[src/rtl/lpg_pkg.sv]
package lpg_pkg;

   localparam int COORD_BITS = 10;
   localparam int FRAC_BITS  = 8;
   localparam int OUT_BITS   = 18;

   // quotient never exceeds d_minor << FRAC_BITS, and d_minor <= d_major
   localparam int QUOT_BITS  = COORD_BITS + FRAC_BITS;
   localparam int DVND_BITS  = 2 * COORD_BITS + FRAC_BITS;
   localparam int PROD_BITS  = 2 * COORD_BITS;
   localparam int CNT_BITS   = $clog2(QUOT_BITS);
   localparam int SUM_BITS   = (QUOT_BITS + 1 > OUT_BITS) ? QUOT_BITS + 1 : OUT_BITS;

   localparam logic MODE_START = 1'b0;
   localparam logic MODE_STEP  = 1'b1;

   typedef logic [COORD_BITS-1:0] coord_type;

   typedef struct packed {
      logic      mode;
      coord_type x_start;
      coord_type y_start;
      coord_type x_end;
      coord_type y_end;
   } req_type;

   typedef struct packed {
      logic [OUT_BITS-1:0] point_x;
      logic [OUT_BITS-1:0] point_y;
      logic                last_point;
   } rsp_type;

   function automatic coord_type abs_diff(input coord_type a, input coord_type b);
      return (a >= b) ? coord_type'(a - b) : coord_type'(b - a);
   endfunction

endpackage

[src/rtl/line_point_generator.sv]
// channel | direction | handshake             | payload
// req     | in        | req_valid / req_ready | req_data  (lpg_pkg::req_type)
// rsp     | out       | rsp_valid / rsp_ready | rsp_data  (lpg_pkg::rsp_type)
//
// A start item or a step with no line loaded is taken in the idle state and gives nothing.
// A step item's point is computed by the restoring divider at one quotient bit a cycle;
// a single point skips the divider.
// req_ready returns the cycle after the response is taken; one item is in flight.
// A stalled response holds in the output register until rsp_ready.
// Synchronous reset clears the sequencer and drops any loaded line.
module line_point_generator (
   input  logic             clock,
   input  logic             reset,
   input  logic             req_valid,
   output logic             req_ready,
   input  lpg_pkg::req_type req_data,
   output logic             rsp_valid,
   input  logic             rsp_ready,
   output lpg_pkg::rsp_type rsp_data
);

   typedef enum logic [3:0] {
      ST_IDLE = 4'b0001,
      ST_LOAD = 4'b0010,
      ST_DIV  = 4'b0100,
      ST_OUT  = 4'b1000
   } state_type;

   state_type                        state_ff, state_in;
   logic                             active_ff, active_in;
   logic                             x_major_ff, x_major_in;
   lpg_pkg::coord_type               major_now_ff, major_now_in;
   // endpoints are kept already sorted into major and minor axis
   lpg_pkg::coord_type               maj_s_ff, maj_s_in;
   lpg_pkg::coord_type               maj_e_ff, maj_e_in;
   lpg_pkg::coord_type               min_s_ff, min_s_in;
   lpg_pkg::coord_type               min_e_ff, min_e_in;
   lpg_pkg::rsp_type                 rsp_ff, rsp_in;

   logic                             req_fire, rsp_fire;
   logic                             start_x_major;
   lpg_pkg::coord_type               d_major, d_minor, k_steps;
   logic [lpg_pkg::PROD_BITS-1:0]    product;
   logic [lpg_pkg::DVND_BITS-1:0]    dividend;
   logic                             div_start, div_done;
   logic [lpg_pkg::QUOT_BITS-1:0]    div_quot, q_use;
   logic [lpg_pkg::SUM_BITS-1:0]     minor_fx, major_fx;
   logic                             is_last;

   assign req_ready = (state_ff == ST_IDLE);
   assign rsp_valid = (state_ff == ST_OUT);
   assign rsp_data  = rsp_ff;
   assign req_fire  = req_valid && req_ready;
   assign rsp_fire  = rsp_valid && rsp_ready;

   // x is major only when |dy| < |dx|; ties go to y
   assign start_x_major = lpg_pkg::abs_diff(req_data.y_end, req_data.y_start) <
                          lpg_pkg::abs_diff(req_data.x_end, req_data.x_start);

   // one 10x10 product, registered inside the divider as it loads
   always_comb begin
      d_major  = lpg_pkg::abs_diff(maj_e_ff, maj_s_ff);
      d_minor  = lpg_pkg::abs_diff(min_e_ff, min_s_ff);
      k_steps  = lpg_pkg::abs_diff(major_now_ff, maj_s_ff);
      product  = lpg_pkg::PROD_BITS'(d_minor) * lpg_pkg::PROD_BITS'(k_steps);
      dividend = lpg_pkg::DVND_BITS'(product) << lpg_pkg::FRAC_BITS;
   end

   // skip the divider when both endpoints coincide
   assign div_start = (state_ff == ST_LOAD) && (d_major != '0);

   lpg_div u_div (
      .clock    (clock),
      .reset    (reset),
      .start    (div_start),
      .dividend (dividend),
      .divisor  (d_major),
      .done     (div_done),
      .quotient (div_quot)
   );

   // assemble the point from the quotient, or from zero for a single point
   always_comb begin
      q_use    = (state_ff == ST_DIV) ? div_quot : '0;
      major_fx = lpg_pkg::SUM_BITS'(major_now_ff) << lpg_pkg::FRAC_BITS;
      if (min_e_ff >= min_s_ff) begin
         minor_fx = (lpg_pkg::SUM_BITS'(min_s_ff) << lpg_pkg::FRAC_BITS)
                    + lpg_pkg::SUM_BITS'(q_use);
      end else begin
         minor_fx = (lpg_pkg::SUM_BITS'(min_s_ff) << lpg_pkg::FRAC_BITS)
                    - lpg_pkg::SUM_BITS'(q_use);
      end
      is_last = (major_now_ff == maj_e_ff);
      rsp_in  = rsp_ff;
      if (((state_ff == ST_LOAD) && (d_major == '0)) ||
          ((state_ff == ST_DIV) && div_done)) begin
         rsp_in.point_x    = x_major_ff ? major_fx[lpg_pkg::OUT_BITS-1:0]
                                        : minor_fx[lpg_pkg::OUT_BITS-1:0];
         rsp_in.point_y    = x_major_ff ? minor_fx[lpg_pkg::OUT_BITS-1:0]
                                        : major_fx[lpg_pkg::OUT_BITS-1:0];
         rsp_in.last_point = is_last;
      end
   end

   // sequencer and line state
   always_comb begin
      state_in     = state_ff;
      active_in    = active_ff;
      x_major_in   = x_major_ff;
      major_now_in = major_now_ff;
      maj_s_in     = maj_s_ff;
      maj_e_in     = maj_e_ff;
      min_s_in     = min_s_ff;
      min_e_in     = min_e_ff;
      case (state_ff)
         ST_IDLE: begin
            if (req_fire) begin
               if (req_data.mode == lpg_pkg::MODE_START) begin
                  // load a new line, replacing any active one
                  active_in    = 1'b1;
                  x_major_in   = start_x_major;
                  maj_s_in     = start_x_major ? req_data.x_start : req_data.y_start;
                  maj_e_in     = start_x_major ? req_data.x_end   : req_data.y_end;
                  min_s_in     = start_x_major ? req_data.y_start : req_data.x_start;
                  min_e_in     = start_x_major ? req_data.y_end   : req_data.x_end;
                  major_now_in = start_x_major ? req_data.x_start : req_data.y_start;
               end else if (active_ff) begin
                  state_in = ST_LOAD;
               end
            end
         end
         ST_LOAD: begin
            state_in = (d_major == '0) ? ST_OUT : ST_DIV;
         end
         ST_DIV: begin
            if (div_done) begin
               state_in = ST_OUT;
            end
         end
         ST_OUT: begin
            if (rsp_fire) begin
               state_in = ST_IDLE;
               // drop the line after its end point, else walk toward the end
               if (rsp_ff.last_point) begin
                  active_in = 1'b0;
               end else if (maj_e_ff > major_now_ff) begin
                  major_now_in = major_now_ff + 1'b1;
               end else begin
                  major_now_in = major_now_ff - 1'b1;
               end
            end
         end
         default: begin
            state_in = ST_IDLE;
         end
      endcase
   end

   always_ff @(posedge clock) begin
      if (reset) begin
         state_ff     <= ST_IDLE;
         active_ff    <= 1'b0;
         x_major_ff   <= 1'b0;
         major_now_ff <= '0;
         maj_s_ff     <= '0;
         maj_e_ff     <= '0;
         min_s_ff     <= '0;
         min_e_ff     <= '0;
      end else begin
         state_ff     <= state_in;
         active_ff    <= active_in;
         x_major_ff   <= x_major_in;
         major_now_ff <= major_now_in;
         maj_s_ff     <= maj_s_in;
         maj_e_ff     <= maj_e_in;
         min_s_ff     <= min_s_in;
         min_e_ff     <= min_e_in;
      end
      rsp_ff <= rsp_in;
   end

   // never take a request while a response is pending
   a_one_in_flight: assert property (@(posedge clock) disable iff (reset)
      !(req_ready && rsp_valid))
      else $error("request accepted while response pending");

   // divider finishes only while the sequencer waits on it
   a_div_done_state: assert property (@(posedge clock) disable iff (reset)
      div_done |-> (state_ff == ST_DIV))
      else $error("divider done outside divide state");

   // final point retires the line
   a_last_drops: assert property (@(posedge clock) disable iff (reset)
      (rsp_fire && rsp_data.last_point) |=> !active_ff)
      else $error("line still active after last point");

   // a point other than the last keeps the line and moves the major coordinate
   a_walk: assert property (@(posedge clock) disable iff (reset)
      (rsp_fire && !rsp_data.last_point) |=> (active_ff && !$stable(major_now_ff)))
      else $error("major coordinate did not advance");

   // a step only goes to work on an active line
   a_step_active: assert property (@(posedge clock) disable iff (reset)
      (state_ff == ST_LOAD) |-> active_ff)
      else $error("step processed with no active line");

endmodule

[src/rtl/lpg_div.sv]
module lpg_div (
   input  logic                                 clock,
   input  logic                                 reset,
   input  logic                                 start,
   input  logic [lpg_pkg::DVND_BITS-1:0]        dividend,
   input  lpg_pkg::coord_type                   divisor,
   output logic                                 done,
   output logic [lpg_pkg::QUOT_BITS-1:0]        quotient
);

   // restoring divider, one quotient bit a cycle; the top COORD_BITS bits of
   // the dividend are known to be below the divisor
   logic                               busy_ff, busy_in;
   logic                               done_ff, done_in;
   logic [lpg_pkg::CNT_BITS-1:0]       cnt_ff, cnt_in;
   lpg_pkg::coord_type                 rem_ff, rem_in;
   logic [lpg_pkg::QUOT_BITS-1:0]      low_ff, low_in;
   logic [lpg_pkg::COORD_BITS:0]       trial;
   logic [lpg_pkg::COORD_BITS:0]       diff;
   logic                               fits;

   always_comb begin
      trial = {rem_ff, low_ff[lpg_pkg::QUOT_BITS-1]};
      diff  = trial - {1'b0, divisor};
      fits  = trial >= {1'b0, divisor};
   end

   always_comb begin
      busy_in = busy_ff;
      done_in = 1'b0;
      cnt_in  = cnt_ff;
      rem_in  = rem_ff;
      low_in  = low_ff;
      if (start) begin
         busy_in = 1'b1;
         cnt_in  = lpg_pkg::CNT_BITS'(lpg_pkg::QUOT_BITS - 1);
         rem_in  = dividend[lpg_pkg::DVND_BITS-1 -: lpg_pkg::COORD_BITS];
         low_in  = dividend[lpg_pkg::QUOT_BITS-1:0];
      end else if (busy_ff) begin
         // shift the next dividend bit in, the quotient bit into the bottom
         rem_in = fits ? diff[lpg_pkg::COORD_BITS-1:0] : trial[lpg_pkg::COORD_BITS-1:0];
         low_in = {low_ff[lpg_pkg::QUOT_BITS-2:0], fits};
         cnt_in = cnt_ff - 1'b1;
         if (cnt_ff == '0) begin
            busy_in = 1'b0;
            done_in = 1'b1;
         end
      end
   end

   always_ff @(posedge clock) begin
      if (reset) begin
         busy_ff <= 1'b0;
         done_ff <= 1'b0;
      end else begin
         busy_ff <= busy_in;
         done_ff <= done_in;
      end
      cnt_ff <= cnt_in;
      rem_ff <= rem_in;
      low_ff <= low_in;
   end

   assign done     = done_ff;
   assign quotient = low_ff;

endmodule

[config.mk]
export PLATFORM = sky130hd
export DESIGN_NAME = line_point_generator
export DESIGN_NICKNAME = d
export VERILOG_FILES = /design/src/rtl/lpg_pkg.sv /design/src/rtl/line_point_generator.sv /design/src/rtl/lpg_div.sv
export SDC_FILE = /design/constraint.sdc
export NUM_CORES = 1
export LEC_CHECK = 0
export BUFFER_PORTS_ARGS = -buffer_cell sky130_fd_sc_hd__buf_2
export CAP_MARGIN = 15
export CORE_MARGIN = 2
export CORE_UTILIZATION = 45
export DETAILED_ROUTE_END_ITERATION = 6
export HOLD_SLACK_MARGIN = 0.05
export PLACE_DENSITY = 0.74
export SYNTH_ARGS = -nofsm -noshare
export SYNTH_HDL_FRONTEND = slang
export SYNTH_HIERARCHICAL = 1
export SYNTH_SLANG_ARGS = --single-unit
[constraint.sdc]
create_clock -name clock -period 11.2 [get_ports clock]
set_clock_uncertainty 0.2 [all_clocks]
set_input_delay 1.12 -clock clock [delete_from_list [all_inputs] [get_ports clock]]
set_output_delay 1.12 -clock clock [all_outputs]
set_load 0.05 [all_outputs]
# --- Yosys cells after proc, flatten, opt, wreduce, memory -nomap -nowiden ---
# Index checks and enable logic that the tools add are counted.
word_totals:
  register_bits: 128
  out_inout_bits: 39
  wordCells: 115
  in_bits: 45
classes:
  reduce_logical: 16
  multipliers: 1
  n_eq_ne: 13
  bitwise: 2
  mux: 40
  n_addsub: 16
  magnitude_cmp: 8
ops:
  columns: ["op", "count"]
  rows:
  - ["$mux W10", 17]
  - ["$sub A10 B10 Y10", 11]
  - ["$mux W18", 6]
  - ["$ge A10 B10 Y1", 5]
  - ["$mux W4", 6]
  - ["$mul A10 B10 Y20", 1]
  - ["$pmux W10 S2", 1]
  - ["$add A18 B18 Y18", 1]
  - ["$sub A18 B18 Y18", 1]
  - ["$pmux W4 S4", 1]
  - ["$reduce_and A5 Y1", 3]
  - ["$ne A2 B1 Y1 const B", 6]
  - ["$ge A11 B10 Y1", 1]
  - ["$add A10 B1 Y10 const B", 1]
  - ["$eq A10 B10 Y1", 1]
  - ["$gt A10 B10 Y1", 1]
  - ["$logic_not A10 Y1", 1]
  - ["$lt A10 B10 Y1", 1]
  - ["$reduce_bool A10 Y1", 1]
  - ["$sub A10 B1 Y10 const B", 1]
  - ["$mux W1", 8]
  - ["$logic_and A1 B1 Y1", 5]
  - ["$logic_not A5 Y1", 1]
  - ["$sub A5 B1 Y5 const B", 1]
  - ["other kinds (11)", 14]

# --- Logic depth before layout (Yosys ltp) ---
depth:
  ltp_word: 7
  mapped_depth: 33
  depth_no_buf: 33

# --- Cells and area by module ---
# The synthesis kept the hierarchy.
modules_own_cells:
  columns: ["mod", "instances", "area_each_um2", "cells_per_inst", "seq_area_each_um2"]
  rows:
  - ["line_point_generator", 1, 13695.6, 1701, 2232.1]
  - ["lpg_div", 1, 2035.7, 184, 980.9]

# --- Least setup slack after synthesis ---
# Ideal clock, no wire load.
synth_path:
  path_kind: "register to register"
  start: "reg major_now_ff[0]"
  end: "reg u_div.rem_ff[8], data pin"
  path_buffers: 0
  arrival_time_ps: 7602
  setup_time_ps: 261
  path_stages_with_launch: 31
  required_ps: 10739
  synth_period_minus_slack_ps: 8063
  path_slack_ps: 3137
  path_cell_list: "dfxtp_1 > inv_1 > ha_1 > inv_1 > fa_1 > a21oi_1 > o2111ai_1 > a221oi_4 > mux2_2 > a2bb2oi_1 > nand3_1 > xnor2_1 > or2_2 > fa_1 > fa_1 > inv_1 > fa_1 > fa_1 > inv_1 > fa_1 > inv_1 > ha_1 > a21o_1 > a21o_1 > a21oi_1 > o21ai_0 > a2111oi_0 > o21bai_1 > a21oi_1 > xnor2_1 > a221o_1"
synth_via:
  elab_chain_cells: 4
  word_cells_on_any_way: 6
  classes_between: "2 x add/sub; 1 x mul; 1 x order compare; 2 x mux"
synth_rtl:
  columns: ["item", "line_no", "text"]
  rows:
  - ["from (decl)", "line_point_generator.sv:32", "lpg_pkg::coord_type major_now_ff, major_now_in;"]
  - ["from (signal assigned)", "line_point_generator.sv:173", "major_now_ff <= major_now_in;"]
  - ["$sub A10 B10 Y10 or $ge A10 B10 Y1 (tied branches)", "lpg_pkg.sv:34", "return (a >= b) ? coord_type'(a - b) : coord_type'(b - a);"]
  - ["$mux W10 (*)", "lpg_pkg.sv:34", null]
  - ["$mul A10 B10 Y20 (*)", "line_point_generator.sv:65", "product = lpg_pkg::PROD_BITS'(d_minor) * lpg_pkg::PROD_BITS'(k_steps);"]
  - ["named net product (one bit)", "line_point_generator.sv:43", "logic [lpg_pkg::PROD_BITS-1:0] product;"]
  - ["$mux W10 (*)", "lpg_div.sv:34", "if (start) begin"]
  - ["named net u_div.rem_in[8]", "lpg_div.sv:16", "lpg_pkg::coord_type rem_ff, rem_in;"]
  - ["to (signal assigned)", "lpg_div.sv:60", "rem_ff <= rem_in;"]
  - ["to (decl)", "lpg_div.sv:16", null]
# Mark *: on every way through the listed nets, which the timed path passes. The rest lies on a longest branch.
# A chain may end at the register's enable or synchronous reset.

# --- Worst setup path after layout ---
# Ends and elaborated chain as after synthesis.

==> results.toml <==
[logic_synthesis]
syn_area_mm2 = 0.0157
netlist_instances = 1885
async_flop_share_pct = 0
synth_top_area_cell = "ha_1"
synthTopCellsByCount = "inv_1 (230), nor2_1 (209), ha_1 (207)"
synth_area_leaders = "ha_1 (16%), edfxtp_1 (12%), fa_1 (9.5%)"
synth_flop_cell = "edfxtp_1"
yosysTopAreaCellShare_pct = 16.5
ys_types = 89
yosys_register_bits = 128
seq_area_frac_synth_pct = 20.4
post-synth-top-count-cell = "inv_1"
syn_area_per_cell_um2 = 8.35
yosysWarnings = 6
synth_edf_count = 65

[critical_path]
slowest_stage = "a221oi_4"
setup.worst_path.end_class = "register"
path_delay_family = "adder cells"
crit_type = "register to register"
slowest_delay_ns = 0.77
worst-path-buf-inv = 5
startpoint_type = "register"
cp.required_ns = 11.19
critical_path_peak_fanout = 19
critPathMostFrequentCell = "fa_1"
worstPathArrival_ns = 9.09

[route]
drc = 0
vias_per_cell = 5.87
wl_mm = 45.6
num_vias = 14200
avgRoutedWirePerCell_um = 18.9
drt_first_pass_iters = 7
first_iter_violations = 1079
ant_nets = 0

[floorplanning]
dieArea_mm2 = 0.0365
start_util_pct = 45.7
num_io_pins = 84
core-area_mm2 = 0.0345
die_h_um = 191
rows = 68
die_x_um = 191

[global_routing]
grt_start_max_net_pins = 78
antenna_found_initial = 0
grt_pass1_vias = 13600
grt_pass1_wl_mm = 72.0
grt_use_total_pct = 25.1
overflow = 0

[finish]
final_layout_size_suffix_gt1_share_pct = 9.87
syn2layout_area_growth_pct = 9.52
antennaDiodeCount = 0
nNetsFinal = 2269
fillers = 3210

[sta]
fmax_mhz = 110
rsz0062_at_grt = "false"
hold_viol = 0
tightest_slew_ns = 0.933
maxSlewViolCount = 0
finalSetupTns_ns = 0
min_period_ns = 9.10
finalSetupViolations = 0
fin_crit_sh_pct = 81.2
slew_headroom_pct = 37.4

[cts]
cts_post_setup_buffers_inserted = 0
cts_sinks = 128
ctsResizeCount = 0
path_clk_slew_ns = 0.06
cts_buffers = 17
cts-htree-levels = 4
holdBufCountCts = 0
clkLatencyLatePin_ns = 0.44
clk_path_buf_depth = 2
cts_tree = "yes"
clock-root-buffer = "clkbuf_16"

[place]
hpwl_mm = 36.6
gp_congestion = 0.997
io_buffers = 83

[job]
maxCapViolations = 0

[min_path]
min_path_type = "register to register"

[status]
status = "complete, no violations"
==> cell usage in the layout, fill, tap and decap left out, drive strengths merged, types with 17 or more instances in the layout <==
master,instances
xnor2,49
a21oi,140
mux2,29
nand2,106
inv,232
nand3,27
ha,207
mux2i,43
buf,98
nand2b,35
edfxtp,65
fa,75
a31oi,22
or2,17
nor2b,28
o21a,17
xor2,33
clkbuf,18
a211oi,62
a21o,31
nor3,39
o21ai,95
dfxtp,63
nor2,209
==> per-layer routing <==
| metal | routed length [um] | vias up | GRT usage [%] |
|---|---|---|---|
| li1 | - | 6716 | - |
| met1 | 19800 | 6773 | 33.5 |
| met2 | 21200 | 581 | 41.7 |
| met3 | 2940 | 84 | 2.64 |
| met4 | 1630 | 0 | 10.1 |
| met5 | 0 | - | 0 |
==> state kept, by name (all words and copies together), names as in the netlist <==
signal and flops:
state_ff 4, rsp_data 37, x_major_ff 1, u_div/quotient 18, u_div/busy_ff 1, major_now_ff 10, min_s_ff 10, min_e_ff 10
u_div/done 1, maj_s_ff 10, u_div/rem_ff 10, maj_e_ff 10, u_div/cnt_ff 5, active_ff 1
==> path summary, 6_finish.rpt <==
kind / startpoint / to / slack (ns) / cells past startpoint
max: major_now_ff[0] / u_div/rem_ff[8] / 2.10 / 30
min: active_ff / active_ff / 0.26 / 2
max reg2reg: major_now_ff[0] / u_div/rem_ff[8] / 2.10 / 30
min reg2reg: active_ff / active_ff / 0.26 / 2
==> worst min-delay path: stages (launching register included) <==
cell and delay (ns):
dfxtp_1 0.31, nand2_1 0.05, a21oi_1 0.06
==> area by class of cell <==
class	count	area [um2]	area share, %
repair buffers	98	528	3.06
multi-input cells	1465	11400	66.3
flip-flops and latches	128	3210	18.6
inverters	232	871	5.05
clock inverters	14	191	1.11
well taps	455	569	3.30
clock buffers	18	429	2.49
==> cell families (layout without fill, tap and decap cells) <==
group                      count (synthesis)  in the layout  share of synthesized area [%]
buffers and inverters                    299            362                           7.30
other                                      1              8                         0.0238
adders and majority gates                282            282                           26.0
xor gates and xnor gates                  82             82                           4.57
DFF                                      128            128                           20.4
muxes                                     72             72                           4.81
and+or+nand+nor                          535            535                           16.3
AOI/OAI and AO/OA                        486            486                           20.6
==> through the flow <==
stage	hold WS, ns	std cells	instance area, um2	setup WS (ns)	utilization [%]
6_report	0.264	2410	17200	2.10	50.0
2_1_floorplan	0.237	1892	15800	3.14	-
5_1_grt	0.299	2410	17200	1.60	50.0
3_3_place_gp	0.246	2378	16600	2.29	48.2
4_1_cts	0.269	2410	17200	2.10	50.0
3_5_place_dp	0.261	2378	16600	2.13	48.2
Power is left out: the tool's default activity adds up to more than one toggle a clock period on the data nets, which glitch-free logic cannot reach.
